[src/rtl/assert_macros.svh]
// assertion macros for the rtl
`ifndef ASSERT_MACROS_SVH
`define ASSERT_MACROS_SVH
`ifndef SYNTH
// property checked on every rising edge outside reset
`define AMF_ASSERT(lbl, clk, rst_n, prop) \
    lbl: assert property (@(posedge clk) disable iff (!rst_n) prop) \
        else $error("amf assertion failed");
// property checked on every rising edge, reset included
`define AMF_ASSERT_ALWAYS(lbl, clk, prop) \
    lbl: assert property (@(posedge clk) prop) \
        else $error("amf assertion failed");
`else
`define AMF_ASSERT(lbl, clk, rst_n, prop)
`define AMF_ASSERT_ALWAYS(lbl, clk, prop)
`endif
`endif

[src/rtl/amf_pkg.sv]
package amf_pkg;

    localparam int CHASSIS_WIDTH   = 11;
    localparam int CFG_INDEX_WIDTH = 3;
    localparam int CFG_DATA_WIDTH  = 11;
    localparam int BOUND_WIDTH     = 11;

    typedef struct packed {
        logic              mode;
        logic              header_ok;
        logic [1:0]        aim_request;
        logic signed [15:0] velocity_x;
        logic signed [15:0] velocity_y;
    } t_in_item;

    typedef struct packed {
        logic [1:0]               aim_mode;
        logic [CHASSIS_WIDTH-1:0] chassis_x;
        logic [CHASSIS_WIDTH-1:0] chassis_y;
        logic                     link_alive;
        logic                     frame_accepted;
    } t_out_item;

endpackage

[src/rtl/amf_scale.sv]
module amf_scale (
    input  logic signed [15:0]                       i_raw,
    input  logic [amf_pkg::BOUND_WIDTH-1:0]          i_min,
    input  logic [amf_pkg::BOUND_WIDTH-1:0]          i_max,
    output logic [amf_pkg::CHASSIS_WIDTH-1:0]        o_cmd
);
    import amf_pkg::*;

    // 1024 * 224, and the first numerator whose quotient exceeds 2047
    localparam logic signed [25:0] OFFSET  = 26'sd229376;
    localparam logic [24:0]        OVER    = 25'd458752;
    // floor(x / 7) == (x * RECIP_7) >> 17 for every x below 14336
    localparam logic [14:0]        RECIP_7 = 15'd18725;

    logic signed [25:0] w_raw;
    logic signed [25:0] w_num;
    logic [13:0]        w_x;
    logic [28:0]        w_prod;
    logic [11:0]        w_v;
    logic [11:0]        w_lo;
    logic [11:0]        w_clamp;

    // offset plus raw * 275 as shifts and adds
    assign w_raw = {{10{i_raw[15]}}, i_raw};
    assign w_num = OFFSET + (w_raw <<< 8) + (w_raw <<< 4) + (w_raw <<< 1) + w_raw;

    // divide by 224: drop the factor 32, then divide by 7
    assign w_x    = w_num[18:5];
    assign w_prod = {15'd0, w_x} * {14'd0, RECIP_7};

    always_comb begin
        if (w_num[25]) begin
            w_v = {1'b0, i_min};
        end else if (w_num[24:0] >= OVER) begin
            w_v = 12'd2048;
        end else begin
            w_v = {1'b0, w_prod[27:17]};
        end
    end

    assign w_lo    = (w_v < {1'b0, i_min}) ? {1'b0, i_min} : w_v;
    assign w_clamp = (w_lo > {1'b0, i_max}) ? {1'b0, i_max} : w_lo;
    assign o_cmd   = CHASSIS_WIDTH'(w_clamp[10:0]);

endmodule

[src/rtl/aim_mode_filter_with_link_watchdog_unit.sv]
// channel   direction  handshake                  payload
// in        input      i_in_valid / o_in_stall    i_in_item  (t_in_item)
// out       output     o_out_valid / i_out_stall  o_out_item (t_out_item)
// cfg       input      i_cfg_wr_en                i_cfg_index, i_cfg_data
//
// one item a cycle while o_in_stall is low: each accepted item updates the state in the same cycle and
// its result is registered into the output register, or into the skid entry while the output is held
// reset is synchronous, active low, and loads the default register values
// a two-entry output stage (output register plus skid) keeps the input open
// while one result waits; o_in_stall rises only when both entries are full
module aim_mode_filter_with_link_watchdog_unit (
    input  logic                                  i_clk,
    input  logic                                  i_rst_n,
    input  logic                                  i_in_valid,
    output logic                                  o_in_stall,
    input  amf_pkg::t_in_item                     i_in_item,
    output logic                                  o_out_valid,
    input  logic                                  i_out_stall,
    output amf_pkg::t_out_item                    o_out_item,
    input  logic                                  i_cfg_wr_en,
    input  logic [amf_pkg::CFG_INDEX_WIDTH-1:0]   i_cfg_index,
    input  logic [amf_pkg::CFG_DATA_WIDTH-1:0]    i_cfg_data
);
    import amf_pkg::*;

`include "assert_macros.svh"

    // aim mode codes
    localparam logic [1:0] AIM_IDLE  = 2'd0;
    localparam logic [1:0] AIM_FRONT = 2'd1;
    localparam logic [1:0] AIM_REAR  = 2'd2;

    // configuration register indexes
    localparam logic [CFG_INDEX_WIDTH-1:0] CFG_REAR_CONFIRM = 3'd0;
    localparam logic [CFG_INDEX_WIDTH-1:0] CFG_REAR_HOLD    = 3'd1;
    localparam logic [CFG_INDEX_WIDTH-1:0] CFG_ALIVE_WINDOW = 3'd2;
    localparam logic [CFG_INDEX_WIDTH-1:0] CFG_CHASSIS_MIN  = 3'd3;
    localparam logic [CFG_INDEX_WIDTH-1:0] CFG_CHASSIS_MAX  = 3'd4;

    localparam logic [CHASSIS_WIDTH-1:0] CHASSIS_NEUTRAL = CHASSIS_WIDTH'(1024);

    // configuration registers
    logic [7:0]             r_rear_confirm;
    logic [9:0]             r_rear_hold;
    logic [9:0]             r_alive_window;
    logic [BOUND_WIDTH-1:0] r_chassis_min;
    logic [BOUND_WIDTH-1:0] r_chassis_max;

    // filter and watchdog state
    logic [1:0]               r_aim, n_aim;
    logic [7:0]               r_confirm, n_confirm;
    logic [9:0]               r_rear_time, n_rear_time;
    logic [9:0]               r_tick_count, n_tick_count;
    logic                     r_frame_seen, n_frame_seen;
    logic                     r_alive, n_alive;
    logic [CHASSIS_WIDTH-1:0] r_last_x, n_last_x;
    logic [CHASSIS_WIDTH-1:0] r_last_y, n_last_y;

    // output stage
    t_out_item r_out, r_skid, n_result;
    logic      r_out_valid, r_skid_valid;

    logic                     w_in_fire;
    logic                     w_out_fire;
    logic                     w_frame_ok;
    logic [CHASSIS_WIDTH-1:0] w_cmd_x;
    logic [CHASSIS_WIDTH-1:0] w_cmd_y;
    logic [7:0]               w_confirm_inc;
    logic [10:0]              w_cap_wide;
    logic [9:0]               w_cap;
    logic [9:0]               w_rear_inc;
    logic [9:0]               w_tick_inc;

    assign o_in_stall  = r_skid_valid;
    assign o_out_valid = r_out_valid;
    assign o_out_item  = r_out;
    assign w_in_fire   = i_in_valid && !r_skid_valid;
    assign w_out_fire  = r_out_valid && !i_out_stall;
    assign w_frame_ok  = i_in_item.mode && i_in_item.header_ok;

    amf_scale u_scale_x (
        .i_raw (i_in_item.velocity_x),
        .i_min (r_chassis_min),
        .i_max (r_chassis_max),
        .o_cmd (w_cmd_x)
    );

    amf_scale u_scale_y (
        .i_raw (i_in_item.velocity_y),
        .i_min (r_chassis_min),
        .i_max (r_chassis_max),
        .o_cmd (w_cmd_y)
    );

    // saturating counters of the filter, and the tick increment of the watchdog
    assign w_confirm_inc = (r_confirm != 8'd255) ? r_confirm + 8'd1 : r_confirm;
    assign w_cap_wide    = {1'b0, r_rear_hold} + 11'd1;
    assign w_cap         = w_cap_wide[10] ? 10'd1023 : w_cap_wide[9:0];
    assign w_rear_inc    = (r_rear_time < w_cap) ? r_rear_time + 10'd1 : r_rear_time;
    assign w_tick_inc    = r_tick_count + 10'd1;

    always_comb begin
        n_aim        = r_aim;
        n_confirm    = r_confirm;
        n_rear_time  = r_rear_time;
        n_tick_count = r_tick_count;
        n_frame_seen = r_frame_seen;
        n_alive      = r_alive;
        n_last_x     = r_last_x;
        n_last_y     = r_last_y;

        if (!i_in_item.mode) begin
            // tick: advance the alive window, a window of zero acts as one
            n_tick_count = w_tick_inc;
            if (w_tick_inc >= r_alive_window) begin
                n_alive      = r_frame_seen;
                n_frame_seen = 1'b0;
                n_tick_count = 10'd0;
            end
        end else if (i_in_item.header_ok) begin
            n_frame_seen = 1'b1;
            n_last_x     = w_cmd_x;
            n_last_y     = w_cmd_y;
            unique case (r_aim)
                AIM_IDLE: begin
                    if (i_in_item.aim_request == AIM_FRONT) begin
                        n_aim     = AIM_FRONT;
                        n_confirm = 8'd0;
                    end else if (i_in_item.aim_request == AIM_REAR) begin
                        n_confirm = w_confirm_inc;
                        if (w_confirm_inc >= r_rear_confirm) begin
                            n_aim       = AIM_REAR;
                            n_rear_time = 10'd0;
                            n_confirm   = 8'd0;
                        end
                    end else begin
                        // idle or invalid request restarts the run
                        n_confirm = 8'd0;
                    end
                end
                AIM_FRONT: begin
                    if (i_in_item.aim_request == AIM_IDLE) begin
                        n_aim = AIM_IDLE;
                    end else if (i_in_item.aim_request != AIM_FRONT) begin
                        // rear or invalid request
                        n_aim       = AIM_REAR;
                        n_rear_time = 10'd0;
                    end
                end
                AIM_REAR: begin
                    n_rear_time = w_rear_inc;
                    if (i_in_item.aim_request == AIM_FRONT) begin
                        n_aim       = AIM_FRONT;
                        n_rear_time = 10'd0;
                    end else if (i_in_item.aim_request == AIM_IDLE) begin
                        // leave rear only after the minimum hold
                        if (w_rear_inc >= r_rear_hold) begin
                            n_aim       = AIM_IDLE;
                            n_rear_time = 10'd0;
                        end
                    end
                end
                default: begin
                    // unused state code falls back to idle
                    n_aim       = AIM_IDLE;
                    n_rear_time = 10'd0;
                    n_confirm   = 8'd0;
                end
            endcase
        end

        n_result.aim_mode       = n_aim;
        n_result.chassis_x      = n_last_x;
        n_result.chassis_y      = n_last_y;
        n_result.link_alive     = n_alive;
        n_result.frame_accepted = w_frame_ok;
    end

    // configuration writes, indexes beyond the list are ignored
    always_ff @(posedge i_clk) begin
        if (!i_rst_n) begin
            r_rear_confirm <= 8'd5;
            r_rear_hold    <= 10'd200;
            r_alive_window <= 10'd200;
            r_chassis_min  <= BOUND_WIDTH'(364);
            r_chassis_max  <= BOUND_WIDTH'(1684);
        end else if (i_cfg_wr_en) begin
            unique case (i_cfg_index)
                CFG_REAR_CONFIRM: r_rear_confirm <= i_cfg_data[7:0];
                CFG_REAR_HOLD:    r_rear_hold    <= i_cfg_data[9:0];
                CFG_ALIVE_WINDOW: r_alive_window <= i_cfg_data[9:0];
                CFG_CHASSIS_MIN:  r_chassis_min  <= i_cfg_data[BOUND_WIDTH-1:0];
                CFG_CHASSIS_MAX:  r_chassis_max  <= i_cfg_data[BOUND_WIDTH-1:0];
                default: ;
            endcase
        end
    end

    // state update on every accepted item
    always_ff @(posedge i_clk) begin
        if (!i_rst_n) begin
            r_aim        <= AIM_IDLE;
            r_confirm    <= 8'd0;
            r_rear_time  <= 10'd0;
            r_tick_count <= 10'd0;
            r_frame_seen <= 1'b0;
            r_alive      <= 1'b0;
            r_last_x     <= CHASSIS_NEUTRAL;
            r_last_y     <= CHASSIS_NEUTRAL;
        end else if (w_in_fire) begin
            r_aim        <= n_aim;
            r_confirm    <= n_confirm;
            r_rear_time  <= n_rear_time;
            r_tick_count <= n_tick_count;
            r_frame_seen <= n_frame_seen;
            r_alive      <= n_alive;
            r_last_x     <= n_last_x;
            r_last_y     <= n_last_y;
        end
    end

    // output register with skid entry behind it
    always_ff @(posedge i_clk) begin
        if (!i_rst_n) begin
            r_out_valid  <= 1'b0;
            r_skid_valid <= 1'b0;
        end else if (!r_out_valid || w_out_fire) begin
            if (r_skid_valid) begin
                r_out_valid  <= 1'b1;
                r_skid_valid <= 1'b0;
            end else begin
                r_out_valid <= w_in_fire;
            end
        end else if (w_in_fire) begin
            // output held by the consumer, park the new item
            r_skid_valid <= 1'b1;
        end
    end

    // payload of the output stage, no reset needed
    always_ff @(posedge i_clk) begin
        if (!r_out_valid || w_out_fire) begin
            if (r_skid_valid) begin
                r_out <= r_skid;
            end else if (w_in_fire) begin
                r_out <= n_result;
            end
        end else if (w_in_fire) begin
            r_skid <= n_result;
        end
    end

    `AMF_ASSERT_ALWAYS(a_skid_behind_out, i_clk, r_skid_valid |-> r_out_valid)
    `AMF_ASSERT(a_park_on_stall, i_clk, i_rst_n, (w_in_fire && r_out_valid && i_out_stall) |=> r_skid_valid)
    `AMF_ASSERT_ALWAYS(a_rear_time_only_in_rear, i_clk, (r_aim != AIM_REAR) |-> (r_rear_time == 10'd0))
    `AMF_ASSERT_ALWAYS(a_confirm_only_in_idle, i_clk, (r_aim != AIM_IDLE) |-> (r_confirm == 8'd0))

endmodule
[config.mk]
export PLATFORM = sky130hd
export DESIGN_NAME = aim_mode_filter_with_link_watchdog_unit
export DESIGN_NICKNAME = d
export VERILOG_FILES = /design/src/rtl/amf_pkg.sv /design/src/rtl/amf_scale.sv /design/src/rtl/aim_mode_filter_with_link_watchdog_unit.sv
export VERILOG_INCLUDE_DIRS = /design/src /design/src/rtl
export SDC_FILE = /design/constraint.sdc
export NUM_CORES = 1
export LEC_CHECK = 0
export ABC_AREA = 0
export BUFFER_PORTS_ARGS = -buffer_cell sky130_fd_sc_hd__buf_2
export CAP_MARGIN = 20
export CELL_PAD_IN_SITES_DETAIL_PLACEMENT = 1
export CELL_PAD_IN_SITES_GLOBAL_PLACEMENT = 1
export CORE_ASPECT_RATIO = 1.2
export CORE_MARGIN = 3
export CORE_UTILIZATION = 32
export DETAILED_ROUTE_END_ITERATION = 10
export GPL_TIMING_DRIVEN = 0
export PLACE_DENSITY_LB_ADDON = 0.1
export SETUP_SLACK_MARGIN = 0.1
export SLEW_MARGIN = 20
export SYNTH_ARGS = -nofsm -noshare
export SYNTH_HDL_FRONTEND = slang
export SYNTH_HIERARCHICAL = 1
export SYNTH_SLANG_ARGS = --single-unit
[constraint.sdc]
create_clock -name i_clk -period 26.3 [get_ports i_clk]
set_clock_uncertainty 0.1 [all_clocks]
set_input_delay 5.26 -clock i_clk [delete_from_list [all_inputs] [get_ports i_clk]]
set_output_delay 5.26 -clock i_clk [all_outputs]
set_load 0.02 [all_outputs]
==> run summary, run 1 <==
The total of fill cells in the finished design came out at 7,257. The commonest cells after synthesis are 395 x sky130_fd_sc_hd__ha_1, 325 x sky130_fd_sc_hd__inv_1, 225 x sky130_fd_sc_hd__nand2_1. The area growth from synthesis to layout is 10.62%.

Of the cells placed in the final design, the portion with a size suffix greater than 1 is 0.09823. The worst setup slack before clock tree synthesis is 6771 ps. The number of global-route vias before repair is 17,330.

The count of distinct cell types in the synthesized netlist came out at 92. The clock reaches the later pin of the worst-skew pair after 450 ps. The initial utilization of the core area, before any placement, comes to 0.3253. The number of buffers added for setup after CTS came out at 0.

The start point of the critical path is i_in_item[26]. The worst setup slack for register-to-register paths is 20,000 ps. The global-route wire length before repair came out at 90,940 um.

Yosys attributes the largest share of cell area to sky130_fd_sc_hd__ha_1 25%, sky130_fd_sc_hd__dfxtp_1 11%, sky130_fd_sc_hd__fa_1 10%. For the pin with the worst max-slew slack, the measured transition is 933.4 ps. The worst-path cell with the longest stage delay is sky130_fd_sc_hd__a2111oi_0. The total wire length came out at 55,190 um. The most common flop cell mapped by yosys is sky130_fd_sc_hd__dfxtp_1. In the final routed layout, each cell accounts on average for 17.34 um. The largest incremental delay on the critical path is 790 ps. The synthesized netlist occupies a cell area of 19,860 um^2.

The number of levels in the clock H-tree is 4. The HPWL after detailed placement is 46,710 um. The initial antenna violation count came out at 5. The mean cell area of the mapped netlist is 8.793 um^2. STA classifies the critical path startpoint as an input port. The family with the most delay on the worst path is adder cells. The flop and latch count out of synthesis is 158. The share of Yosys cell area claimed by the top area cell type is 0.2488.

The residual DRC count is 0. The clock slew at the register clock pins of the worst setup and hold paths is 60 ps. The I/O pin count is 83.

The final layout contains 2,913 nets. Of the available clock period, the critical path in the final layout requires 0.7236. The die boundary height came out at 278.9 um. Data arrives at the worst endpoint at 19,250 ps. In this run the remaining antenna-violating nets after routing total 0. For this run, the top clock speed supported by timing is 52.55 MHz. The flow ran to the end, and the final reports show no timing, DRC or antenna violations. The endpoint required time on the critical path came out at 26,510 ps. The most critical setup path has its endpoint at o_out_item[23]. The total negative slack came out at 0 ps. Yosys instantiated no cell more often than sky130_fd_sc_hd__ha_1. The cell seen most often among critical-path stages is sky130_fd_sc_hd__fa_1. The number of max-slew violations in the final report came out at 0. The CTS tree is built. The critical path depth in cells is 56. In the routed layout, each cell is associated on average with a via count of 5.075. The count of hold buffers inserted by post-cts repair is 0. The total core area is 61,070 um^2. The number of maximum-capacitance violations came out at 0.

Detailed routing inserted a total of 16,150 vias. The relative slew slack came out at 0.3749. The total clock buffers created by CTS came out at 17. Of the synthesized area, sequential elements account for 0.1854. The instance count of the mapped netlist came out at 2,259.

The buffers plus inverters on the worst setup path came out at 11. The async set-reset flop share out of synthesis came out at 0. The length of the first detailed-routing pass in iterations is 8. Setup violations remaining at the end of the flow were counted as 0. The endpoint kind of the worst setup timing path is a flop. The total count of hold-check failures in the final report is 0. The post-synth net total came out at 2,813. In this run the tool buffered the top-level ports with 80 buffer cells. In this run the critical register-to-register path is captured at o_out_item[23]. Counting flops with a built-in enable in the synthesized netlist gives 52. The number of sinks on the clock net came out at 158. Summed over all instances, the cell type with the most area after synthesis is sky130_fd_sc_hd__ha_1. The overall fraction of global-route tracks in use is 0.1723. At the end of routability-driven placement, the weighted congestion stood at 0.7903. The chip width is 233.4 um. The post-cts gate resize count is 0.

The highest fanout seen on the critical path is 10. The final worst setup slack is 7269 ps. The worst hold margin is 366.4 ps. In this run the worst hold path is classified as reg2reg.

The floorplan has 99 rows. The count of yosys warnings during synthesis came out at 6. The post-layout minimum cycle time came out at 19,030 ps. The first routing iteration left 527 violations. The area of the die came out at 65,110 um^2. Global routing finished with a remaining overflow of 0.

Entering global routing, the biggest net connects 27 pins. Setup repair after global routing left no endpoint under its margin. The cell sitting at the root of the clock tree is a sky130_fd_sc_hd__clkbuf_16. The startpoint identified for the worst register-to-register timing path is r_chassis_min[3]. The startpoint-to-endpoint class of the critical path is in2reg.

The depth of the worst register-to-register path came out at 24. The number of buffers on the longest clock path is 2.
-- metrics by stage --
step	area, um^2	utilization	std cells
2_1_floorplan	19860	-	2259
3_3_place_gp	21280	0.3484	3147
3_5_place_dp	21320	0.3492	3148
4_1_cts	21970	0.3597	3180
5_1_grt	21970	0.3597	3181
6_report	21970	0.3598	3183
-- per-layer routing --
layer,global-route usage,routed length (um),share of wire,vias to the layer above
met5,0,13,0.00024,-
met4,0.03501,838,0.015,2
met3,0.02214,1122,0.020,43
met2,0.3138,27990,0.51,133
met1,0.2172,25230,0.46,7880
li1,-,-,-,8095
-- sequential cells by signal, summed over array words and instances (netlist names), 2 cells and up --
name / cells
r_chassis_max: 11
r_skid: 26
r_confirm: 8
r_tick_count: 10
r_rear_hold: 10
o_out_item: 26
r_aim: 2
r_last_x: 11
r_rear_confirm: 8
r_chassis_min: 11
r_rear_time: 10
r_alive_window: 10
r_last_y: 11
-- logic make-up (layout without fill, tap and decap cells) --
logic type | Yosys count | count (layout) | share of synthesized area
mux | 78 | 78 | 0.04390
buf+inv | 378 | 491 | 0.07307
simple gates | 610 | 610 | 0.1495
compound gates | 467 | 467 | 0.1640
fa+ha+maj | 499 | 499 | 0.3536
other cells | 0 | 3 | 0
flops | 158 | 158 | 0.1854
xor+xnor | 69 | 69 | 0.03042
-- layout by cell type (no fill, tap or decap), types with 9 or more instances in the layout --
cell	n
sky130_fd_sc_hd__a211oi_1	16
sky130_fd_sc_hd__and3_1	21
sky130_fd_sc_hd__o31ai_1	20
sky130_fd_sc_hd__ha_1	395
sky130_fd_sc_hd__nor2_1	118
sky130_fd_sc_hd__inv_1	325
sky130_fd_sc_hd__a21oi_1	89
sky130_fd_sc_hd__dfxtp_1	106
sky130_fd_sc_hd__o21a_1	29
sky130_fd_sc_hd__o211ai_1	22
sky130_fd_sc_hd__clkbuf_1	39
sky130_fd_sc_hd__and2_1	21
sky130_fd_sc_hd__xor2_1	25
sky130_fd_sc_hd__nand2_1	225
sky130_fd_sc_hd__nor3_1	27
sky130_fd_sc_hd__buf_2	91
sky130_fd_sc_hd__nor2b_1	23
sky130_fd_sc_hd__a21boi_0	48
sky130_fd_sc_hd__nand3_1	61
sky130_fd_sc_hd__clkbuf_16	17
sky130_fd_sc_hd__a222oi_1	9
sky130_fd_sc_hd__xnor2_1	44
sky130_fd_sc_hd__mux2_2	68
sky130_fd_sc_hd__a21o_1	32
sky130_fd_sc_hd__o21ai_0	89
sky130_fd_sc_hd__nand3b_1	12
sky130_fd_sc_hd__o21bai_1	12
sky130_fd_sc_hd__nand4_1	20
sky130_fd_sc_hd__nor3b_1	24
sky130_fd_sc_hd__or3_1	10
sky130_fd_sc_hd__edfxtp_1	52
sky130_fd_sc_hd__fa_1	104
sky130_fd_sc_hd__nand2b_1	17
-- how the worst min path moves through the flow --
stage	endpoint	slack (ps)	from	cells after the start
after floorplan	r_last_x[10]	340	r_last_x[10]	2
after global placement	r_alive	350	r_alive	2
after detailed placement	r_rear_confirm[5]	360	r_rear_confirm[5]	2
after CTS	r_rear_confirm[5]	370	r_rear_confirm[5]	2
after global routing	r_alive_window[9]	380	r_alive_window[9]	2
final	r_alive_window[9]	370	r_alive_window[9]	2
-- worst min-delay path, delay by kind of cell, from the launching register on --
family           cells  cell delay (ps)
flip-flops           1              310
AO/OA/AOI/OAI        1               60
AND/OR/NAND/NOR      1               40
-- layout make-up --
class	count	area, um^2	area share
clock buffer	20	436.7	0.01987
sequential	158	3684	0.1676
buffer	51	224.0	0.01019
inverter	327	1227	0.05586
multi-input combinational	1723	14750	0.6712
clock inverter	12	206.4	0.009395
timing repair buffer	81	427.9	0.01947
tap	808	1011	0.04601
antenna	3	7.507	0.0003416
Power of run 1 is left out: the tool's default activity adds up to more than one toggle a clock period on the data nets, which glitch-free logic cannot reach.
==> run 2, diff against run 1 <==
Clock period 26.3 ns to 15.65 ns, I/O delays scaled along.
==> run summary, run 2 (synthesis gave the netlist of run 1 again) <==
The site row count came to 99 (unchanged). The tree is rooted in a sky130_fd_sc_hd__clkbuf_16. The initial cell density of the core is 0.3253 (unchanged). The total clock buffers created by CTS is 17 (unchanged). The total count of hold-check failures in the final report is 0 (unchanged). The number of maximum-capacitance violations came out at 0 (unchanged). In this run the top signal layer used is met5. The length of the first detailed-routing pass in iterations is 4 (-4). The most common library cell in the layout ignoring fill and taps is sky130_fd_sc_hd__ha_1. The startpoint-to-endpoint class of the critical path is in2reg. The run finished with clean final reports. The clock slew at the register clock pins of the worst setup and hold paths was 70 ps (about the same). The highest fanout seen on the critical path is 7 (-3). For this design, the slowest cell found on the critical path is sky130_fd_sc_hd__fa_1. The net total in the final layout is 2,942 (+1.0%). The area of the die is 65,110 um^2 (unchanged). TritonCTS built the clock tree.

For the finished layout, the period the worst path requires is 15,050 ps. The number of global-route vias before repair was 17,420 (+0.52%). Among the stages of the critical path, the cell type that occurs most often is sky130_fd_sc_hd__fa_1. The number of max-slew violations in the final report came out at 0 (unchanged). The placement-stage cell area is 21,320 um^2 (unchanged). The count of hold buffers inserted by post-cts repair came out at 0 (unchanged). The global-route congestion overflow total came out at 0 (unchanged). The wire length per cell after detailed routing was 17.45 um (+0.64%). The I/O pin count is 83 (unchanged).

The met1 wire length is 25,340 um (+0.45%). STA classifies the critical path startpoint as an input port. The total wire length came out at 56,070 um (+1.6%). Setup repair after global routing left no endpoint under its margin.

The final estimated routing congestion in global placement was 0.7903 (unchanged). The residual DRC count is 0 (unchanged). The share of cells above drive strength 1 came out at 0.1437 (+0.04546). The endpoint required time on the critical path is 15,750 ps (-10,760 ps). The initial antenna violation count is 5 (unchanged). The detailed-routed wire length on met2 is 28,450 um (+1.6%). The worst hold margin came out at 367.9 ps (+1.471 ps). The number of levels in the clock H-tree came out at 4 (unchanged). The die boundary height was 278.9 um (unchanged). The number of buffers on the longest clock path came out at 2 (unchanged). The routed length on met3 came out at 1282 um (+14%). The global-route wire length before repair is 91,500 um (+0.61%). The vias after detailed routing is 16,380 (+1.4%). The post-layout instance area is 22,730 um^2 (+3.5%). The setup violation total in the final timing report came out at 0 (unchanged). The mean number of vias per cell is 5.097 (+0.43%). The clock latency on the worst-skew pair came out at 450 ps (about the same). The overall fraction of global-route tracks in use came out at 0.1734 (+0.001064).

The relative slew slack is 0.3313 (-0.04350). The number of sinks on the clock net is 158 (unchanged). The buffers plus inverters on the worst setup path is 12 (+1).

In the finished design, the share of the clock period the worst path needs comes to 0.9618. The chip width is 233.4 um (unchanged). The class of the most critical hold timing path is reg2reg. The maximum clock frequency is 66.44 MHz. Grouping stages by cell kind, the critical path spends the most delay in adder cells. The HPWL after detailed placement came to 46,710 um (unchanged). The endpoint kind of the worst setup timing path is a flop.

The maximum number of pins on one net before global-route repair is 27 (unchanged). The post-route antenna net violation count came out at 0 (unchanged). The arrival time at the worst endpoint is 15,150 ps (-4100 ps).

The total core area is 61,070 um^2 (unchanged). The library cells used most frequently in the layout, excluding fill and tap cells, are 386 x sky130_fd_sc_hd__ha_1, 316 x sky130_fd_sc_hd__inv_1, 224 x sky130_fd_sc_hd__nand2_1. The end-of-flow core utilization is 0.3723 (+0.01244). From synthesis to final layout, the design area changed by 14.44%. The largest incremental delay on the critical path is 520 ps (-270 ps). The violation count after the first detailed-routing iteration was 519 (-1.5%).

The number of I/O port buffers is 80 (unchanged). The slew at the pin closest to its max-slew limit was 995.8 ps (+62.46 ps).
-- run 2: cell type report --
class                      count  area, um^2
sequential                   158        3684
clock inverter                12       206.4
fill                        7184       38330
clock buffer                  20       436.7
inverter                     327        1227
multi-input combinational   1723       15260
antenna                        4       10.01
tap                          808        1011
buffer                        51       251.5
timing repair buffer         110       649.4
-- run 2: worst paths after layout --
path	start	end	depth (start not counted)	slack (ps)
setup / recovery	i_in_item[10]	o_out_item[7]	55	600
hold / removal	r_alive_window[9]	r_alive_window[9]	2	370
setup reg to reg	r_rear_hold[0]	o_out_item[25]	20	10260
hold reg to reg	r_alive_window[9]	r_alive_window[9]	2	370
-- run 2: per-layer routing --
metal  global-route usage  up-vias
li1                     -     8159
met1               0.2178     8018
met2               0.3163      146
met3              0.02224       51
met4              0.03580        2
met5                    0        -
-- run 2: tightest hold or removal path, cell delays in order (launching register included) --
cell	delay, ps
sky130_fd_sc_hd__dfxtp_1	310
sky130_fd_sc_hd__nand2_1	50
sky130_fd_sc_hd__a21boi_0	60
-- run 2: per-stage QoR --
stage / TNS, ps / worst slack, ps / cells
after floorplan: 0 / 667.3 / 2259
after global placement: -93690 / -1699 / 3147
after detailed placement: -91240 / -1749 / 3148
after CTS: 0 / 70.55 / 3190
after global routing: 0 / 36.68 / 3210
final: 0 / 598.0 / 3213
-- run 2: timing repair --
item | in CTS | in global routing
pin swaps | 9 | 38
resized for setup | 51 | 82
endpoints found under the setup margin | 66 | 66
cloned | 0 | 2
buffers inserted | 10 | 17
Power of run 2 is left out for the same reason.
